## config.mk

```make
export PLATFORM = sky130hd
export DESIGN_NAME = text_cursor_layout
export DESIGN_NICKNAME = d
export VERILOG_FILES = /design/src/rtl/core/tcl_pkg.sv /design/src/rtl/core/tcl_regs.sv /design/src/rtl/core/tcl_layout.sv /design/src/rtl/core/tcl_outq.sv /design/src/rtl/core/text_cursor_layout.sv
export SDC_FILE = /design/constraint.sdc
export NUM_CORES = 1
export LEC_CHECK = 0
export BUFFER_PORTS_ARGS = -buffer_cell sky130_fd_sc_hd__buf_2
export CORE_MARGIN = 3
export CORE_UTILIZATION = 54
export CTS_CLUSTER_DIAMETER = 60
export CTS_CLUSTER_SIZE = 14
export DETAILED_ROUTE_END_ITERATION = 16
export PLACE_DENSITY = 0.78
export SYNTH_ARGS = -nofsm -noshare
export SYNTH_HDL_FRONTEND = slang
export SYNTH_HIERARCHICAL = 1
export SYNTH_SLANG_ARGS = --single-unit
```

## constraint.sdc

```tcl
create_clock -name clk -period 10.65 [get_ports clk]
set_input_delay 1.5975 -clock clk [delete_from_list [all_inputs] [get_ports clk]]
set_output_delay 1.5975 -clock clk [all_outputs]
set_load 0.005 [all_outputs]
```

## src/rtl/core/tcl_pkg.sv

```systemverilog
// Shared types and constants for the text cursor layout block.
// Holds the beat structs, the register map and the character codes.
// No dependencies.
package tcl_pkg;

	typedef struct packed {
		logic        first;
		logic [15:0] start_x;
		logic [15:0] start_y;
		logic [7:0]  char_byte;
	} in_t;

	typedef struct packed {
		logic [15:0] glyph_x;
		logic [15:0] glyph_y;
		logic [15:0] glyph_code;
		logic        is_wide;
	} out_t;

	typedef struct packed {
		logic [7:0]  font_size;
		logic [15:0] screen_width;
		logic [15:0] screen_height;
	} cfg_t;

	localparam int unsigned ADDR_W = 4;

	localparam logic [1:0] REG_FONT_SIZE     = 2'd0;
	localparam logic [1:0] REG_SCREEN_WIDTH  = 2'd1;
	localparam logic [1:0] REG_SCREEN_HEIGHT = 2'd2;

	localparam logic [7:0]  RST_FONT_SIZE     = 8'd16;
	localparam logic [15:0] RST_SCREEN_WIDTH  = 16'd240;
	localparam logic [15:0] RST_SCREEN_HEIGHT = 16'd320;

	localparam logic [7:0] CHR_TERM       = 8'h00;
	localparam logic [7:0] CHR_NEWLINE    = 8'h0A;
	localparam logic [7:0] CHR_PRINT_LOW  = 8'h20;
	localparam logic [7:0] CHR_PRINT_HIGH = 8'h7E;
	localparam logic [7:0] CHR_LEAD_LOW   = 8'hA1;
	localparam logic [7:0] CHR_LEAD_HIGH  = 8'hF7;

endpackage

```

## src/rtl/core/tcl_regs.sv

```systemverilog
// Configuration registers of the text cursor layout block behind an APB-style port.
// Depends on tcl_pkg for the register map and reset values.
module tcl_regs
	import tcl_pkg::*;
(
	input  logic              clk,
	input  logic              arst_n,
	input  logic              psel,
	input  logic              penable,
	input  logic              pwrite,
	input  logic [ADDR_W-1:0] paddr,
	input  logic [31:0]       pwdata,
	output logic [31:0]       prdata,
	output logic              pready,
	output cfg_t              cfg
);

	logic       wr_en;
	logic [1:0] reg_idx;
	cfg_t       cfg_q;

	assign pready  = 1'b1;
	assign reg_idx = paddr[ADDR_W-1:2];
	assign wr_en   = psel && penable && pwrite && pready;
	assign cfg     = cfg_q;

	always_ff @(posedge clk or negedge arst_n) begin
		if (!arst_n) begin
			cfg_q.font_size     <= RST_FONT_SIZE;
			cfg_q.screen_width  <= RST_SCREEN_WIDTH;
			cfg_q.screen_height <= RST_SCREEN_HEIGHT;
		end else if (wr_en) begin
			case (reg_idx)
				REG_FONT_SIZE:     cfg_q.font_size     <= pwdata[7:0];
				REG_SCREEN_WIDTH:  cfg_q.screen_width  <= pwdata[15:0];
				REG_SCREEN_HEIGHT: cfg_q.screen_height <= pwdata[15:0];
				default: ;
			endcase
		end
	end

	always_comb begin
		case (reg_idx)
			REG_FONT_SIZE:     prdata = {24'd0, cfg_q.font_size};
			REG_SCREEN_WIDTH:  prdata = {16'd0, cfg_q.screen_width};
			REG_SCREEN_HEIGHT: prdata = {16'd0, cfg_q.screen_height};
			default:           prdata = 32'd0;
		endcase
	end

endmodule

```

## src/rtl/core/tcl_layout.sv

```systemverilog
// Input stage and cursor state of the text cursor layout block.
// One byte in the stage register is resolved per cycle against the cursor, while the result buffer is not full.
// Depends on tcl_pkg.
module tcl_layout
	import tcl_pkg::*;
(
	input  logic clk,
	input  logic arst_n,
	input  cfg_t cfg,
	input  logic in_valid,
	output logic in_ready,
	input  in_t  in_data,
	input  logic res_full,
	output logic res_push,
	output out_t res_data
);

	logic        valid_s1;
	in_t         item_s1;

	logic [15:0] cursor_x_q;
	logic [15:0] cursor_y_q;
	logic        halted_q;
	logic        lead_pending_q;
	logic [7:0]  lead_code_q;

	logic [15:0] cursor_x_n;
	logic [15:0] cursor_y_n;
	logic        halted_n;
	logic        lead_pending_n;
	logic [7:0]  lead_code_n;
	logic        emit;
	logic        fire;

	assign fire     = valid_s1 && !res_full;
	assign in_ready = !valid_s1 || !res_full;
	assign res_push = fire && emit;

	always_comb begin
		logic [7:0]  b;
		logic [7:0]  fs;
		logic [7:0]  width;
		logic [15:0] cx;
		logic [15:0] cy;
		logic        halt_e;
		logic        lead_e;
		logic        is_lead;
		logic        is_nl;
		logic        wrap;
		b              = item_s1.char_byte;
		fs             = cfg.font_size;
		cx             = item_s1.first ? item_s1.start_x : cursor_x_q;
		cy             = item_s1.first ? item_s1.start_y : cursor_y_q;
		halt_e         = item_s1.first ? 1'b0 : halted_q;
		lead_e         = item_s1.first ? 1'b0 : lead_pending_q;
		is_lead        = (b >= CHR_LEAD_LOW) && (b <= CHR_LEAD_HIGH);
		width          = is_lead ? fs : {1'b0, fs[7:1]};
		is_nl          = (b == CHR_NEWLINE);
		wrap           = ({1'b0, cx} + {9'd0, width}) > {1'b0, cfg.screen_width};
		cursor_x_n     = cx;
		cursor_y_n     = cy;
		halted_n       = halt_e;
		lead_pending_n = lead_e;
		lead_code_n    = lead_code_q;
		emit           = 1'b0;
		res_data       = '{glyph_x: cx, glyph_y: cy, glyph_code: {8'd0, b}, is_wide: 1'b0};
		if (halt_e) begin
			// idle: drop the byte
		end else if (lead_e) begin
			lead_pending_n = 1'b0;
			if (b == CHR_TERM) begin
				halted_n = 1'b1;
			end else begin
				emit                = 1'b1;
				res_data.glyph_code = {lead_code_q, b};
				res_data.is_wide    = 1'b1;
				cursor_x_n          = cx + {8'd0, fs};
			end
		end else if (b == CHR_TERM) begin
			halted_n = 1'b1;
		end else begin
			if (is_nl || wrap) begin
				cy         = cy + {8'd0, fs};
				cx         = 16'd0;
				cursor_x_n = cx;
				cursor_y_n = cy;
			end
			res_data.glyph_x = cx;
			res_data.glyph_y = cy;
			if ((is_nl || wrap) &&
			    (({1'b0, cy} + {9'd0, fs}) > {1'b0, cfg.screen_height})) begin
				halted_n = 1'b1;
			end else if (is_nl) begin
				// line break only
			end else if (is_lead) begin
				lead_pending_n = 1'b1;
				lead_code_n    = b;
			end else begin
				emit       = (b >= CHR_PRINT_LOW) && (b <= CHR_PRINT_HIGH);
				cursor_x_n = cx + {8'd0, width};
			end
		end
	end

	always_ff @(posedge clk or negedge arst_n) begin
		if (!arst_n) begin
			valid_s1 <= 1'b0;
		end else if (in_ready) begin
			valid_s1 <= in_valid;
		end
	end

	always_ff @(posedge clk) begin
		if (in_valid && in_ready) begin
			item_s1 <= in_data;
		end
	end

	always_ff @(posedge clk or negedge arst_n) begin
		if (!arst_n) begin
			cursor_x_q     <= 16'd0;
			cursor_y_q     <= 16'd0;
			halted_q       <= 1'b1;
			lead_pending_q <= 1'b0;
			lead_code_q    <= 8'd0;
		end else if (fire) begin
			cursor_x_q     <= cursor_x_n;
			cursor_y_q     <= cursor_y_n;
			halted_q       <= halted_n;
			lead_pending_q <= lead_pending_n;
			lead_code_q    <= lead_code_n;
		end
	end

	a_push_needs_item: assert property (@(posedge clk) disable iff (!arst_n)
		res_push |-> valid_s1)
		else $error("result pushed without a byte in the stage");

	a_term_halts: assert property (@(posedge clk) disable iff (!arst_n)
		(fire && item_s1.char_byte == CHR_TERM) |=> halted_q)
		else $error("terminator did not halt the layout");

	a_wide_clears_lead: assert property (@(posedge clk) disable iff (!arst_n)
		(res_push && res_data.is_wide) |=> !lead_pending_q)
		else $error("lead still pending after a wide glyph");

	a_lead_not_halted: assert property (@(posedge clk) disable iff (!arst_n)
		lead_pending_q |-> !halted_q)
		else $error("lead pending while halted");

endmodule

```

## src/rtl/core/tcl_outq.sv

```systemverilog
// Two-entry result buffer of the text cursor layout block.
// Full is registered, so the input side never waits on out_ready directly.
// Depends on tcl_pkg.
module tcl_outq
	import tcl_pkg::*;
(
	input  logic clk,
	input  logic arst_n,
	input  logic push,
	input  out_t push_data,
	output logic full,
	output logic out_valid,
	input  logic out_ready,
	output out_t out_data
);

	out_t       mem_q [2];
	logic       wr_ptr_q;
	logic       rd_ptr_q;
	logic [1:0] count_q;
	logic       pop;

	assign full      = (count_q == 2'd2);
	assign out_valid = (count_q != 2'd0);
	assign pop       = out_valid && out_ready;
	assign out_data  = mem_q[rd_ptr_q];

	always_ff @(posedge clk) begin
		if (push) begin
			mem_q[wr_ptr_q] <= push_data;
		end
	end

	always_ff @(posedge clk or negedge arst_n) begin
		if (!arst_n) begin
			wr_ptr_q <= 1'b0;
			rd_ptr_q <= 1'b0;
			count_q  <= 2'd0;
		end else begin
			if (push) begin
				wr_ptr_q <= !wr_ptr_q;
			end
			if (pop) begin
				rd_ptr_q <= !rd_ptr_q;
			end
			case ({push, pop})
				2'b10:   count_q <= count_q + 2'd1;
				2'b01:   count_q <= count_q - 2'd1;
				default: count_q <= count_q;
			endcase
		end
	end

endmodule

```

## src/rtl/core/text_cursor_layout.sv

```systemverilog
// Top level of the text cursor layout block: registers, layout stage, result buffer.
// Depends on tcl_pkg, tcl_regs, tcl_layout and tcl_outq.
//
//  channel | direction | handshake             | beat
//  --------+-----------+-----------------------+-------------------------------
//  in      | in        | in_valid / in_ready   | in_t: first, start x/y, byte
//  out     | out       | out_valid / out_ready | out_t: glyph x/y, code, wide
//  config  | in        | APB psel/penable      | font size, screen width/height
//
// One byte per cycle while the buffer is not full: a byte is held in the stage register,
// where the cursor add and wrap compares resolve it, and its glyph lands in the buffer.
// Reset leaves the cursor at 0,0 and idle until a byte with first set.
// With the two-entry buffer full the stage holds and in_ready drops.
module text_cursor_layout
	import tcl_pkg::*;
(
	input  logic              clk,
	input  logic              arst_n,
	input  logic              psel,
	input  logic              penable,
	input  logic              pwrite,
	input  logic [ADDR_W-1:0] paddr,
	input  logic [31:0]       pwdata,
	output logic [31:0]       prdata,
	output logic              pready,
	input  logic              in_valid,
	output logic              in_ready,
	input  in_t               in_data,
	output logic              out_valid,
	input  logic              out_ready,
	output out_t              out_data
);

	cfg_t cfg;
	logic res_full;
	logic res_push;
	out_t res_data;

	tcl_regs u_regs (
		.clk     (clk),
		.arst_n  (arst_n),
		.psel    (psel),
		.penable (penable),
		.pwrite  (pwrite),
		.paddr   (paddr),
		.pwdata  (pwdata),
		.prdata  (prdata),
		.pready  (pready),
		.cfg     (cfg)
	);

	tcl_layout u_layout (
		.clk      (clk),
		.arst_n   (arst_n),
		.cfg      (cfg),
		.in_valid (in_valid),
		.in_ready (in_ready),
		.in_data  (in_data),
		.res_full (res_full),
		.res_push (res_push),
		.res_data (res_data)
	);

	tcl_outq u_outq (
		.clk       (clk),
		.arst_n    (arst_n),
		.push      (res_push),
		.push_data (res_data),
		.full      (res_full),
		.out_valid (out_valid),
		.out_ready (out_ready),
		.out_data  (out_data)
	);

endmodule

```

==> results of run 1 <==
-- flip-flops by register name (all words and copies together) (netlist names) --
register                 flops
u_outq/mem_q                98
u_layout/item_s1            41
u_regs/cfg                  40
u_layout/cursor_x_q         16
u_layout/cursor_y_q         16
u_layout/lead_code_q         8
u_outq/count_q               2
u_layout/halted_q            1
u_layout/lead_pending_q      1
u_layout/valid_s1            1
u_outq/rd_ptr_q              1
u_outq/wr_ptr_q              1
-- routing by layer --
metal	part of all wire (%)	wire (um)	global-route usage (%)	vias to the layer above
li1	-	-	-	4654
met1	44	14500	31.5	4817
met2	47	15300	38.4	324
met3	5.6	1830	3.19	73
met4	3.1	1010	7.20	0
met5	0	0	0	-
-- logic make-up after synthesis --
group | Yosys count | share of synthesized area, %
XOR/XNOR | 60 | 3.81
buffers and inverters | 123 | 4.85
multiplexers | 165 | 14.9
AND/OR/NAND/NOR | 305 | 10.8
AO/OA/AOI/OAI | 249 | 11.9
adder cells (fa/ha/maj) | 81 | 7.61
other | 2 | 0.0544
flip-flops | 226 | 46.1
-- stage by stage --
stage | utilization [%] | TNS (ps) | area [um^2]
floorplan | - | 0 | 13900
global placement | 59.3 | 0 | 14700
detailed placement | 59.3 | 0 | 14700
CTS | 62.1 | 0 | 15400
global route | 62.2 | -112 | 15400
finish | 62.2 | 0 | 15400
-- timing repair --
action | CTS | global route
endpoints found under the setup margin | 0 | 107
hold endpoints to repair | 0 | 0
resized for setup | 0 | 6
-- how the worst min path moves through the flow --
stage	start	to	slack, ps	depth (start not counted)
after floorplan	u_layout/lead_code_q[7]	u_layout/lead_code_q[7]	420	1
after global placement	u_layout/lead_code_q[7]	u_layout/lead_code_q[7]	440	1
after detailed placement	u_layout/lead_code_q[7]	u_layout/lead_code_q[7]	450	1
after CTS	u_layout/lead_code_q[7]	u_layout/lead_code_q[7]	470	1
after global routing	u_layout/lead_code_q[7]	u_layout/lead_code_q[7]	520	1
final	u_layout/lead_code_q[7]	u_layout/lead_code_q[7]	460	1
-- worst max-delay path, delay by kind of cell (launching register included) --
kind | cells | cell delay (ps)
flip-flops | 1 | 500
XOR/XNOR | 2 | 300
AND/OR/NAND/NOR | 10 | 1530
adder cells (fa/ha/maj) | 5 | 1520
AO/OA/AOI/OAI | 20 | 4960
multiplexers | 1 | 440
buffers and inverters | 2 | 420
-- cell usage in the layout (no fill, tap or decap), types with 13 or more instances in the layout --
cell,instances
nor3_1,15
mux2_2,56
ha_1,76
a21o_1,18
and2_1,13
mux2i_1,42
buf_2,131
conb_1,17
dfrtp_1,78
buf_4,19
xnor2_1,34
clkbuf_16,23
a21oi_1,58
mux2_4,67
edfxtp_1,139
nand3_1,21
o21ai_0,63
xor2_1,26
nand2_1,81
nor2_1,98
inv_1,58
-- power by group --
| group | switching [mW] | internal, mW |
|---|---|---|
| logic | 1.33 | 1.03 |
| clock network | 0.345 | 0.415 |
| registers | 0.152 | 1.23 |
-- cell usage after synthesis, types with 20 or more instances --
master / instances
xor2_1: 26
ha_1: 76
nand2_1: 81
xnor2_1: 34
a21oi_1: 59
nand3_1: 21
dfrtp_1: 79
mux2_4: 67
clkbuf_1: 20
nor2_1: 99
edfxtp_1: 139
buf_4: 26
inv_1: 58
mux2i_1: 42
o21ai_0: 63
mux2_2: 56
-- layout make-up --
cell class              count  area (um^2)  area share, %
multi-input cells         877         6880           44.7
flip-flops and latches    226         6360           41.3
repair buffers            152          838           5.44
clock buffers              32          619           4.02
well taps                 324          405           2.63
inverters                  58          218           1.41
clock inverters            10         76.3          0.496
==> impl_metrics.toml, run 1 <==
[outcome]
status = "completed"

[sta]
finClkSkew_ps = 12.8
min_period_ps = 10000
layout_setup_ws_ps = 647
hold_violations = 0
maxSlewViolCount = 0
timing.fmax_mhz = 100
slew_headroom_pct = 23.1
finalCritPeriodShare_pct = 93.9
setup_viol = 0
tightest_slew_ps = 1140
hold_slack_ps = 462

[power_and_ir_drop]
power_density_nw_per_um2 = 292
vdd_drop_max_uv = 170
power.total_mw = 4.50
leakage_nw = 6.66

[worst_setup_path]
critical_path_required_ps = 10860
crit_path_start = "u_layout/item_s1[6]"
max_stage_delay_ps = 550
critPathCapture = "u_outq/mem_q[0][36]"
reg2reg_slack_ps = 650
critPathKind = "reg2reg"
cp-start-kind = "flip-flop"
path_max_fanout = 29
crit_path_end_kind = "flip-flop"
r2r_start = "u_layout/item_s1[6]"
arrival_ps = 10210
reg2regPathDepth = 40
r2r_end = "u_outq/mem_q[0][36]"
cp_slowest_cell = "a2111oi_1"

[finish]
antenna_cells = 0
fill_cells = 1982
syn_to_final_growth_pct = 11.5
fin_cells = 1679
final_nets = 1503
drive_gt1_share_pct = 25.9

[cts]
hold_buffers = 0
post-cts-setup-buffers = 0
cts.sinks = 226
cts-root-buf = "clkbuf_16"
path_clk_slew_ps = 70
htree_levels = 1
tritoncts = "done"
cts_buffer_depth = 3
tritoncts.num_buffers = 23
clock_latency_ps = 520

[synth]
syn_area_um2 = 13800
yosysUniqueCellTypes = 90
postSynthAreaPerCell_um2 = 11.4
syn_inst = 1211
synthTopCellsByArea = "edfxtp_1, dfrtp_1, mux2_4"
synth_edf_count = 139
yosysSeqAreaShare_pct = 46.1
synth.ff_latch_count = 226
synth_largest_area_cell = "edfxtp_1"
async_reset_ff_share_pct = 38.5
yosys_warnings = 6
synth_top_area_share_pct = 30.2
synth-main-ff-cell = "edfxtp_1"

[routing]
routed_wl_um = 32700
dr.pass1.iters = 5
drtIter0Drc = 827
via_count = 9868
vias_per_cell = 5.88
remaining_drc_errors = 0
antenna_left = 0
wl_per_cell_um = 19.5

[placement]
gp_congestion = 0.911
port_buffers = 132
placedCellCount = 1637
place.detailed.hpwl_um = 24100
pre_cts_slack_ps = 374

[global_route]
overflow = 0
antenna_found_initial = 0
grt_usage_pct = 23.0
first_global_vias = 9916
grt_pass1_wl_um = 52100
grt_max_degree = 74

[die]
core_area_um2 = 24700
ioPinCount = 168
die_h_um = 166
die_area_um2 = 27500
rows = 57
die-width_um = 166
initial_core_util_pct = 55.8

[worst_hold_path]
hp-class = "reg2reg"

[run]
drv_cap = 0
Power figures use the tool's default switching activity.
==> run 2, diff against run 1 <==
- CORE_ASPECT_RATIO: unset -> 1.25
- GPL_TIMING_DRIVEN: unset -> 0
==> run 2 against run 1 <==
Compared with the run above:
- power rose by 3.4%
- die area barely moved
- largest power group unchanged
- core utilization rose by 1.9 points
- via count rose by 3.2%
- critical path depth rose by 3
- clock-buffer cell count rose by 1
- routed wire length rose by 8.9%
- largest cell class unchanged
- setup slack got worse by 110 ps
- clock power fell by 2%
- clock skew rose by 4.1 ps
- sequential share of layout area fell by 1.4 points
- highest routed layer unchanged
==> impl_metrics.toml, run 2 (same netlist as run 1, synthesis figures left out) <==
[outcome]
status = "completed"

[placement]
dpl_cell_area_um2 = 15000
pre_cts_slack_ps = -2490
gp_congestion = 0.953
port_buffers = 132
place.detailed.hpwl_um = 27000

[global_route]
grt_pass1_wl_um = 54900
grt_usage_pct = 25.4
grt_max_degree = 59
overflow = 0
first_global_vias = 10119
antenna_found_initial = 0

[die]
rows = 64
die-width_um = 149
ioPinCount = 168
die_area_um2 = 27500
core_area_um2 = 24800
initial_core_util_pct = 55.6
die_h_um = 185

[routing]
antenna_left = 0
wl_per_cell_um = 20.5
via_count = 10185
vias_per_cell = 5.86
drtIter0Drc = 580
dr.pass1.iters = 5
remaining_drc_errors = 0
routed_wl_um = 35600

[worst_setup_path]
r2r_end = "u_outq/mem_q[1][33]"
crit_path_end_kind = "flip-flop"
critPathCapture = "u_outq/mem_q[1][33]"
reg2regPathDepth = 43
cp_slowest_cell = "fa_1"
cp-start-kind = "flip-flop"
critPathKind = "reg2reg"
r2r_start = "u_layout/item_s1[40]"
path_max_fanout = 28
arrival_ps = 10280
reg2reg_slack_ps = 540
max_stage_delay_ps = 440
critical_path_required_ps = 10820
crit_path_start = "u_layout/item_s1[40]"

[power_and_ir_drop]
p_sw_share_pct = 40.9
power.total_mw = 4.65
intPower_mw = 2.75
vdd_drop_max_uv = 271
seq_power_share_pct = 29.8
p_sw_mw = 1.90
power_frac_comb_pct = 54.2
leakage_nw = 6.90
power_density_nw_per_um2 = 292
clkPwrFrac_pct = 16.1

[sta]
finalCritPeriodShare_pct = 94.9
hold_violations = 0
layout_setup_ws_ps = 541
finClkSkew_ps = 16.8
min_period_ps = 10110
slew_headroom_pct = 18.5
setup_viol = 0
maxSlewViolCount = 0
tightest_slew_ps = 1210
timing.fmax_mhz = 98.9
hold_slack_ps = 469

[finish]
ff_latch_area_um2 = 6360
fin_util_pct = 64.1
top_register = "u_outq/mem_q"
final_cell_area_um2 = 15900
largest_reg_flops = 98
final_cell_mix = "edfxtp_1, buf_2, nor2_1"
mostFrequentLayoutCell = "edfxtp_1"
final_nets = 1559
fill_cells = 1950
syn_to_final_growth_pct = 15.3
multiInputGateArea_um2 = 6980
antenna_cells = 0
drive_gt1_share_pct = 28.2

[cts]
htree_levels = 1
tritoncts.num_buffers = 21
tritoncts = "done"
cts_buffer_depth = 3
cts-root-buf = "clkbuf_16"
path_clk_slew_ps = 70
clock_latency_ps = 510
cts.sinks = 226

[worst_hold_path]
hp-class = "reg2reg"

[run]
drv_cap = 0
[run 2: changes by cell type in the layout (fill, tap and decap cells not counted), sizes merged]
cell    delta
and2       +1
buf       +39
bufinv     +2
clkbuf    +18
clkinv     -3
inv        -4
nor2       +1
[run 2: layout make-up]
cell class	instances	share of cell area, %
Timing Repair Buffer	146	5.19
Multi-Input combinational cell	879	43.8
Sequential cell	226	39.9
Buffer	62	2.93
Inverter	58	1.37
Clock inverter	5	0.574
Tap cell	330	2.59
Clock buffer	33	3.58
[run 2: per-layer routing]
layer | routed length (um) | GRT usage [%] | up-vias
li1 | - | - | 4775
met1 | 14800 | 33.4 | 4970
met2 | 17400 | 43.3 | 365
met3 | 2290 | 3.79 | 75
met4 | 1210 | 8.53 | 0
met5 | 0 | 0 | -
[run 2: repair_timing]
item | in CTS | in global routing
endpoints found under the setup margin | 120 | 120
setup buffers | 6 | 4
hold buffers | 0 | 0
gates cloned | 2 | 0
pin swaps | 3 | 1
gates resized for setup | 23 | 24
[run 2: how the worst min path moves through the flow]
stage	start	to	slack, ps	cells after the start
final	u_layout/lead_code_q[7]	u_layout/lead_code_q[7]	470	1
after detailed placement	u_layout/lead_code_q[7]	u_layout/lead_code_q[7]	460	1
after floorplan	u_layout/lead_code_q[7]	u_layout/lead_code_q[7]	420	1
after CTS	u_layout/lead_code_q[7]	u_layout/lead_code_q[7]	480	1
after global routing	u_layout/lead_code_q[7]	u_layout/lead_code_q[7]	490	1
after global placement	u_layout/lead_code_q[7]	u_layout/lead_code_q[7]	440	1
[run 2: worst max-delay path, delay by kind of cell (launching register included)]
family / cells / cell delay [ps]
AO/OA/AOI/OAI: 17 / 3720
flip-flops: 1 / 400
adder cells (fa/ha/maj): 6 / 1940
AND/OR/NAND/NOR: 8 / 1240
buffers and inverters: 9 / 1660
XOR/XNOR: 2 / 390
multiplexers: 1 / 350
[run 2: stage by stage]
stage                     setup TNS, ps  cells
after floorplan                       0   1226
after global placement          -368500   1688
after detailed placement        -259420   1692
after CTS                             0   1737
after global routing              -78.7   1739
final                                 0   1739
[run 2: power by group through the flow]
| stage | logic, mW | clock network (mW) | registers, mW |
|---|---|---|---|
| 2_1_floorplan | 1.77 | 0 | 1.33 |
| 3_3_place_gp | 2.32 | 0 | 1.39 |
| 6_report | 2.52 | 0.746 | 1.38 |
| 3_5_place_dp | 2.39 | 0 | 1.39 |
| 4_1_cts | 2.47 | 0.759 | 1.38 |
| 5_1_grt | 2.76 | 0.798 | 1.41 |
==> run 3, diff against run 2 <==
- CORE_UTILIZATION: 54 -> 53
- PLACE_DENSITY: 0.78 -> 0.77
- SYNTH_HIERARCHICAL: 1 -> unset
==> run 3 against run 2 <==
Compared with the run above:
- synthesized area down 2.7%
- clock skew down 2.9 ps
- critical path depth rose by 1
==> impl_metrics.toml, run 3 <==
[sta]
hold_violations = 0
tightest_slew_ps = 910
min_period_ps = 10220
timing.fmax_mhz = 97.9
finClkSkew_ps = 13.9
layout_setup_ws_ps = 431
tns_ps = 0
slew_headroom_pct = 37.6
finalCritPeriodShare_pct = 96.0
setup_viol = 0
maxSlewViolCount = 0

[synth]
yosys_warnings = 0
synth_top_area_share_pct = 31.1
syn_area_um2 = 13400
postSynthAreaPerCell_um2 = 11.0
synthTopCellsByArea = "edfxtp_1, dfrtp_1, mux2_2"
yosysUniqueCellTypes = 79
synth_largest_area_cell = "edfxtp_1"
syn_inst = 1223
synth.ff_latch_count = 226
yosysSeqAreaShare_pct = 47.3
yosysMostFrequentCell = "edfxtp_1"
async_reset_ff_share_pct = 38.5
synth_edf_count = 139
synth-main-ff-cell = "edfxtp_1"
yosys-top-cells-count = "edfxtp_1, nand2_1, mux2_2, o21ai_0, dfrtp_1"

[cts]
clock_latency_ps = 520
hold_buffers = 0
cts-root-buf = "clkbuf_16"
cts_buffer_depth = 3
tritoncts.num_buffers = 22
htree_levels = 1
cts.sinks = 226
path_clk_slew_ps = 70
tritoncts = "done"

[worst_setup_path]
critical_path_required_ps = 10880
path_buf_inv = 7
cp_slowest_cell = "or4_1"
crit_path_end_kind = "flip-flop"
critPathKind = "reg2reg"
r2r_end = "u_outq.mem_q[1][2]"
cp-start-kind = "flip-flop"
arrival_ps = 10450
cpLargestDelayFamily = "compound AO/OA/AOI/OAI gates"
path_max_fanout = 10
reg2regPathDepth = 44
max_stage_delay_ps = 520
reg2reg_slack_ps = 430
cpMostUsedCell = "ha_1"
r2r_start = "u_layout.item_s1[4]"

[global_route]
grt_max_degree = 64
antenna_found_initial = 0
overflow = 0
grt_pass1_wl_um = 56300
first_global_vias = 10341
grt_usage_pct = 26.2

[routing]
drtIter0Drc = 729
remaining_drc_errors = 0
dr.pass1.iters = 5
vias_per_cell = 5.89
wl_per_cell_um = 20.8
antenna_left = 0
routed_wl_um = 36600
via_count = 10364

[finish]
multiInputGateArea_um2 = 6690
fin_cells = 1760
syn_to_final_growth_pct = 16.2
largest_reg_flops = 98
final_cell_mix = "edfxtp_1, buf_2, nand2_1"
mostFrequentLayoutCell = "edfxtp_1"
final_nets = 1578
drive_gt1_share_pct = 25.4
top_register = "u_outq.mem_q"
ff_latch_area_um2 = 6360
final_cell_area_um2 = 15600
fill_cells = 1987

[run]
drv_cap = 0

[outcome]
status = "completed"

[worst_hold_path]
min_path_cells = 1
hp-class = "reg2reg"
holdPathEnd = "u_layout.lead_code_q[7]"
min-delay-start = "u_layout.lead_code_q[7]"

[die]
initial_core_util_pct = 54.3
core_area_um2 = 24700
die_area_um2 = 27300
ioPinCount = 168
rows = 64
die-width_um = 148
die_h_um = 184

[power_and_ir_drop]
vdd_drop_max_uv = 120
power_density_nw_per_um2 = 292
leakage_nw = 6.47

[placement]
placedCellCount = 1704
place.detailed.hpwl_um = 27000
port_buffers = 132
pre_cts_slack_ps = -2550
gp_congestion = 0.917
dpl_cell_area_um2 = 14700
## run 3: cell types whose count changed in the layout (fill, tap and decap cells not counted), moves of 7 or more
cell / change
mux2i_1: +12
clkbuf_1: +11
mux2_4: -60
mux2_2: +32
nor2_1: -26
a211oi_1: -7
xnor2_1: +9
buf_6: -7
nand2_1: +34
o21ai_0: +20
## run 3: cells by family (layout without fill, tap and decap cells)
| group | count (synthesis) | after routing | synth area share [%] |
|---|---|---|---|
| buffers and inverters | 123 | 312 | 4.10 |
| DFF | 226 | 226 | 47.3 |
| AOI/OAI and AO/OA | 270 | 270 | 13.7 |
| other | 2 | 18 | 0.0559 |
| and+or+nand+nor | 305 | 307 | 10.4 |
| xor gates and xnor gates | 68 | 68 | 4.43 |
| muxes | 148 | 148 | 12.2 |
| adders and majority gates | 81 | 81 | 7.82 |
## run 3: worst reg2reg max path: cells and delay by family (launching register included)
| kind | cells | cell delay, ps |
|---|---|---|
| compound gates | 15 | 2850 |
| flops | 1 | 470 |
| buf+inv | 7 | 1380 |
| fa+ha+maj | 6 | 1700 |
| simple gates | 13 | 2770 |
| xor+xnor | 2 | 380 |
| mux | 1 | 380 |
## run 3: how the worst max path moves through the flow
stage / startpoint / cells past startpoint / slack [ps] / endpoint
after floorplan: u_layout.item_s1[4] / 47 / -290 / u_outq.mem_q[0][0]
after global placement: u_layout.item_s1[40] / 49 / -3620 / u_outq.mem_q[0][35]
after detailed placement: u_layout.item_s1[40] / 50 / -2550 / u_outq.mem_q[0][33]
after CTS: u_layout.item_s1[4] / 48 / 20 / u_outq.mem_q[0][36]
after global routing: u_layout.item_s1[2] / 45 / -80 / u_outq.mem_q[1][26]
final: u_layout.item_s1[4] / 44 / 430 / u_outq.mem_q[1][2]
## run 3: layout make-up
type	count	share of cell area, %
Buffer	60	2.21
Tap cell	330	2.64
Antenna cell	1	0.0160
Sequential cell	226	40.7
Timing Repair Buffer	151	5.82
Multi-Input combinational cell	891	42.8
Inverter	61	1.47
Clock inverter	6	0.320
Clock buffer	34	3.95
## run 3: through the flow
| stage | total power, mW | util [%] | hold WS [ps] |
|---|---|---|---|
| after global placement | 3.61 | 58.9 | 442 |
| final | 4.56 | 63.1 | 467 |
| after CTS | 4.50 | 62.6 | 463 |
| after detailed placement | 3.70 | 59.3 | 444 |
| after floorplan | 3.03 | - | 425 |
| after global routing | 4.88 | 63.1 | 506 |
## run 3: metal layers
layer | routed length, um | track usage, % | part of all wire [%] | up-vias
met5 | 0 | 0 | 0 | -
met4 | 1270 | 9.24 | 3.5 | 0
li1 | - | - | - | 4841
met3 | 2300 | 3.43 | 6.3 | 91
met2 | 17800 | 44.9 | 49 | 391
met1 | 15100 | 34.2 | 41 | 5041
## run 3: power by group
part / internal, mW / switching [mW] / leakage, nW / total (mW)
Clock: 0.406 / 0.344 / 0.322 / 0.749
Combinational: 1.02 / 1.41 / 3.83 / 2.43
Sequential: 1.23 / 0.144 / 2.32 / 1.38
## run 3: what timing repair did
item,CTS,global route
setup endpoints to repair,120,120
pin swaps,6,3
setup buffers,9,4
gates cloned,2,2
resized for setup,18,26
